<file path="src/rtl/core/tosc_pkg.sv">
// Shared constants, codes and types of the tracked object speed classifier.
package tosc_pkg;

   localparam int MAX_OBJECTS_DEF  = 64;
   localparam int WINDOW_DEPTH_DEF = 16;
   localparam int AVG_COUNT        = 3;
   localparam int MIN_FILL         = 8;
   localparam int POS_WIDTH        = 32;
   localparam int ACC_W            = POS_WIDTH + 4;
   localparam int NUM_W            = ACC_W + 4;
   localparam int K_W              = $clog2(2 * AVG_COUNT + 1);

   localparam logic [1:0] CMD_OBSERVE = 2'd0;
   localparam logic [1:0] CMD_ADVANCE = 2'd1;
   localparam logic [1:0] CMD_PURGE   = 2'd2;

   localparam logic [1:0] STAT_UPDATED = 2'd0;
   localparam logic [1:0] STAT_REPEAT  = 2'd1;
   localparam logic [1:0] STAT_NEW     = 2'd2;
   localparam logic [1:0] STAT_FULL    = 2'd3;

   localparam logic [1:0] MV_UNKNOWN = 2'd0;
   localparam logic [1:0] MV_STABLE  = 2'd1;
   localparam logic [1:0] MV_FASTER  = 2'd2;
   localparam logic [1:0] MV_SLOWER  = 2'd3;

   localparam logic CSR_DEADBAND = 1'b0;
   localparam logic CSR_WLIMIT   = 1'b1;

   typedef enum logic [3:0] {
      S_IDLE,
      S_GAP,
      S_SCAN,
      S_RESOLVE,
      S_APPEND,
      S_RD,
      S_ACC,
      S_DIV_GO,
      S_DIV_WAIT,
      S_DONE
   } state_type;

   typedef struct packed {
      logic busy;
      logic done;
   } div_sts_type;

endpackage

</file>
<file path="src/rtl/core/tosc_div.sv">
// Restoring divider, one quotient bit per cycle, unsigned operands.
module tosc_div #(
   parameter int NUM_W_P = tosc_pkg::NUM_W,
   parameter int DEN_W_P = 8
) (
   input  logic                    clock,
   input  logic                    reset,
   input  logic                    start,
   input  logic [NUM_W_P-1:0]      num,
   input  logic [DEN_W_P-1:0]      den,
   output logic [NUM_W_P-1:0]      quot,
   output tosc_pkg::div_sts_type   sts
);
   import tosc_pkg::*;

   localparam int CW = $clog2(NUM_W_P + 1);

   logic [DEN_W_P:0]   rem_ff, rem_in;
   logic [NUM_W_P-1:0] rq_ff, rq_in;
   logic [DEN_W_P-1:0] den_ff, den_in;
   logic [CW-1:0]      cnt_ff, cnt_in;
   logic               busy_ff, busy_in, done_ff, done_in;
   logic [DEN_W_P:0]   rem_sh;

   always_comb begin
      rem_in  = rem_ff;
      rq_in   = rq_ff;
      den_in  = den_ff;
      cnt_in  = cnt_ff;
      busy_in = busy_ff;
      done_in = 1'b0;
      rem_sh  = {rem_ff[DEN_W_P-1:0], rq_ff[NUM_W_P-1]};
      if (start) begin
         rem_in  = '0;
         rq_in   = num;
         den_in  = den;
         cnt_in  = CW'(NUM_W_P);
         busy_in = 1'b1;
      end else if (busy_ff) begin
         if (rem_sh >= {1'b0, den_ff}) begin
            rem_in = rem_sh - {1'b0, den_ff};
            rq_in  = {rq_ff[NUM_W_P-2:0], 1'b1};
         end else begin
            rem_in = rem_sh;
            rq_in  = {rq_ff[NUM_W_P-2:0], 1'b0};
         end
         cnt_in = cnt_ff - CW'(1);
         if (cnt_ff == CW'(1)) begin
            busy_in = 1'b0;
            done_in = 1'b1;
         end
      end
   end

   always_ff @(posedge clock) begin
      if (reset) begin
         busy_ff <= 1'b0;
         done_ff <= 1'b0;
         cnt_ff  <= '0;
      end else begin
         busy_ff <= busy_in;
         done_ff <= done_in;
         cnt_ff  <= cnt_in;
      end
      rem_ff <= rem_in;
      rq_ff  <= rq_in;
      den_ff <= den_in;
   end

   assign quot     = rq_ff;
   assign sts.busy = busy_ff;
   assign sts.done = done_ff;

endmodule

</file>
<file path="config.mk">
export PLATFORM = sky130hd
export DESIGN_NAME = tosc_div
export DESIGN_NICKNAME = d
export VERILOG_FILES = /design/src/rtl/core/tosc_pkg.sv /design/src/rtl/core/tosc_div.sv
export SDC_FILE = /design/constraint.sdc
export NUM_CORES = 1
export LEC_CHECK = 0
export BUFFER_PORTS_ARGS = -buffer_cell sky130_fd_sc_hd__buf_2
export CORE_ASPECT_RATIO = 1.5
export CORE_MARGIN = 10
export CORE_UTILIZATION = 30
export CTS_CLUSTER_DIAMETER = 200
export CTS_CLUSTER_SIZE = 28
export DETAILED_ROUTE_END_ITERATION = 12
export GPL_ROUTABILITY_DRIVEN = 0
export PLACE_DENSITY = 0.55
export SYNTH_ARGS = -nofsm -noshare
export SYNTH_HDL_FRONTEND = slang
export SYNTH_SLANG_ARGS = --single-unit
</file>
<file path="constraint.sdc">
create_clock -name clock -period 4.5 [get_ports clock]
set_clock_uncertainty 0.2 [all_clocks]
set_input_delay 0.9 -clock clock [delete_from_list [all_inputs] [get_ports clock]]
set_output_delay 0.9 -clock clock [all_outputs]
set_load 0.02 [all_outputs]
</file>
# Word level (Yosys, flattened, before mapping)
# Cells that the tools add are included.
# totals
ff_bits,64
input_bits,51
output_inout_bits,42
elab_cells,25
# op_classes
add_sub_neg,2
n_lt_le_gt_ge,1
eq_ne,1
n_mux,10
n_bitwise,1
n_reduce_logical,3
# op_table
operator,count
$mux 40,2
$mux 6,2
$ge 9x8->1,1
$mux 8,1
$sub 8x8->8,1
$eq 6x1->1 const B,1
$sub 6x1->6 const B,1
$mux 1,5
$reduce_or 3->1,1
$reduce_bool 2->1,1
$reduce_or 2->1,1
$not 1->1,1

# Longest topological paths before layout
# logic_depth
depth_word,4
mapped_depth,8
mapped_depth_nobuf,8

# Worst setup path after synthesis
# OpenSTA, ideal clock, no wires.
# synth_timing
path_kind,input -> register
from,input port start
to,"register rq_ff[0], in the netlist quot[0] (enable)"
setup_time_ns,0.394
arrival_ns,1.778
required_ns,3.906
setup_slack_ns,2.128
path_stages,2
n_path_buf,0
path_cell_list,nor2_1 -> inv_1
# synth_via
elab_chain_len,1
# synth_lines
item,line,text
start: declaration,tosc_div.sv:8,"input logic start,"
$reduce_bool 2->1 (no line),n/a,
end signal: assignment,tosc_div.sv:66,rq_ff <= rq_in;
end: declaration,tosc_div.sv:19,"logic [NUM_W_P-1:0] rq_ff, rq_in;"
# Every way passes these cells.
# A chain may end at the register's enable or synchronous reset.

# Final worst setup path
# layout_timing
from,input port start
to,"register rq_ff[38], in the netlist quot[38] (enable)"
# The elaborated chain is that of the path after synthesis.

==> metrics.md <==
| Metric | Value |
|---|---|
| Max VDD drop | `roughly 290 uV` |
| CTS buffer count | `9` |
| Via density | `between 4 and 5` |
| Total GRT Usage | `about a tenth` |
| Cell Chain, Critical Path | `buf_2, nor2_1, inv_1, buf_4` |
| Slew @ Worst Pin | `0.885 ns` |
| Yosys reg bits | `between 60 and 70` |
| Final ANT Viol Nets | `0` |
| First-pass GRT wire length | `about 12000 um` |
| Area growth syn-to-layout | `27.1%` |
| Clock root cell | `clkbuf_16` |
| Htree depth | `3` |
| Static leakage | `1.61 nW` |
| Nets | `between 300 and 400` |
| CTS resizes | `0` |
| Port Buf Inserts | `92` |
| FFs w/ async S/R, synth | `0%` |
| Netlist cell types | `44` |
| F_max | `374 MHz` |
| Setup violations, final | `0` |
| Worst hold-check path type | `reg2reg` |
| Worst hold stages | `2` |
| CP max stage delay | `about 0.66 ns` |
| CTS Sinks | `between 60 and 70` |
| Max_slew headroom | `between 40 and 50%` |
| Via count | `2078` |
| Rows | `between 40 and 50` |
| Hold Fails Final Rpt | `0` |
| FF-to-FF path depth | `7` |
| DR DRC count | `0` |
| Worst skew pair latency | `around 0.32 ns` |
| TritonCTS clock tree | `done` |
| Fin. max-slew vios | `0` |
| Max Root-Sink Buffers | `2` |
| Ports | `93` |
| Syn avg cell area | `roughly 13 um^2` |
| CP required | `~4.3 ns` |
| Number of synthesized flops with an enable pin | `48` |
| Slowest CP cell | `buf_2` |
| Syn Inst Count | `about 230` |
| DP Wirelength | `around 5300 um` |
| Startpoint Class | `input pin` |
| Antenna cells | `0` |
| Starting Density | `31.0%` |
| Fin Setup TNS | `0 ns` |
| Non-Filler Instances | `440` |
| Drt first pass iters | `4` |
| Worst Path Arrival | `about 2.4 ns` |
| Die area | `between 10000 and 15000 um^2` |
| Power Density | `409 nW/um^2` |
| Core Box Area | `9800 um^2` |
| Seq/Total Area, Yosys | `between 50% and 60%` |
| Total nets after synthesis | `between 200 and 300` |
| Post-synthesis instance area | `3030 um^2` |
| RSZ-0062 raised after global routing | `no` |
| Die width | `~100 um` |
| Routed WL | `between 6000 and 7000 um` |
| CP max FO | `40` |
| Vias in the first global route | `2320` |
| Status | `completed` |
| MaxCap Viol Count | `0` |
| Type of destination of the critical path | `register` |
| Top FF cell, synth | `edfxtp_1` |
| Initial DRC count | `96` |
| GRT overflow | `0` |
| Synth Warn # | `0` |
| Largest net degree at the start of global routing | `41` |
| Initial antenna violation count | `0` |
| Placed cells | `roughly 420` |
| CTS clock-pin slew for the worst setup and hold paths | `0.05 ns` |
| Setup bufs post-CTS | `0` |
| Part of the cycle the worst path needs | `approximately three fifths` |
| WL per Instance | `roughly 16 um` |
| Crit Path Category | `in2reg` |
| Post-CTS Hold Fix Bufs | `0` |
| Final min period | `~2.7 ns` |
| Share of layout cells above drive strength 1 | `a little under half` |
| Die Ht | `143 um` |
-- cells by family (layout without fill, tap and decap cells) --
family / count (synthesis) / count (layout) / synth area share (%)
compound gates: 26 / 26 / 6.47
xor+xnor: 10 / 10 / 2.89
mux: 45 / 45 / 16.7
fa+ha+maj: 11 / 11 / 4.78
simple gates: 46 / 46 / 7.71
buf+inv: 23 / 123 / 3.42
flops: 64 / 64 / 58.1
-- report_power, final --
group | switching, mW | leakage [nW] | internal (mW)
Sequential | 0.0301 | 0.612 | 0.700
Clock | 0.225 | 0.130 | 0.366
Combinational | 0.146 | 0.871 | 0.112
-- cells in the final DEF (no fill, tap or decap), types with 4 or more instances in the layout --
cell type and instances:
mux2i_1 4, xnor2_1 5, o21ai_1 4, nor3_1 4, clkinv_2 4, dfxtp_1 16, nor2_1 15, ha_1 10
buf_2 92, nand2_1 11, a21oi_1 6, xor2_1 5, inv_1 13, mux2_2 40, edfxtp_1 48, clkbuf_16 9
-- synth_stat cells (all sizes together) (2+ instances only) --
| cell type | count | area, um^2 |
|---|---|---|
| a211oi | 4 | 35.0 |
| xnor2 | 5 | 43.8 |
| nand2 | 11 | 41.3 |
| a21o | 3 | 22.5 |
| mux2i | 4 | 40.0 |
| dfxtp | 16 | 320 |
| ha | 10 | 125 |
| inv | 13 | 48.8 |
| nor3 | 4 | 20.0 |
| mux2 | 41 | 465 |
| nand3 | 2 | 10.0 |
| xor2 | 5 | 43.8 |
| nand2b | 3 | 18.8 |
| o21ai | 5 | 28.8 |
| edfxtp | 48 | 1440 |
| nor2b | 2 | 15.0 |
| buf | 9 | 51.3 |
| a21oi | 6 | 30.0 |
| nor4b | 2 | 17.5 |
| nor2 | 15 | 56.3 |
-- path summary, 6_finish.rpt --
kind | start | endpoint | slack (ns)
worst min register to register | rem_ff[3] | rem_ff[3] | 0.29
worst max-delay path | start | quot[38] | 1.83
worst max register to register | den_ff[6] | rem_ff[0] | 2.07
worst min-delay path | rem_ff[3] | rem_ff[3] | 0.29
-- registers in the layout, summed over array words and instances (netlist names) --
name     flops
done_ff      1
rem_ff       8
den_ff       8
cnt_ff       6
quot        40
busy_ff      1
-- stage by stage --
stage	cell area [um^2]	power (mW)	util [%]	setup slack, ns	hold WS (ns)
after floorplan	3030	0.910	-	2.13	0.245
after global placement	3600	1.00	36.7	1.46	0.288
after detailed placement	3600	1.00	36.7	1.44	0.286
after CTS	3850	1.61	39.3	1.80	0.294
after global routing	3850	1.67	39.3	1.63	0.321
final	3850	1.58	39.3	1.83	0.288
-- worst max-delay path, delay by kind of cell --
kind | cells | cell delay [ns]
and+or+nand+nor | 1 | 0.28
buffers and inverters | 3 | 1.21
-- cell type report --
cell class / instances / area [um^2]
fill: 928 / 5940
tap: 115 / 144
sequential: 64 / 1760
clock buffer: 11 / 233
clock inverter: 5 / 23.8
timing repair buffer: 94 / 475
inverter: 13 / 48.8
multi-input combinational: 138 / 1170
-- layer usage --
metal	track usage (%)	vias to the layer above	wire length (um)
met4	4.69	0	118
met3	5.36	11	654
li1	-	1023	-
met2	15.6	72	3410
met1	11.4	972	2760
met5	0	-	0
Note: power is estimated with default switching activity, not from simulation.
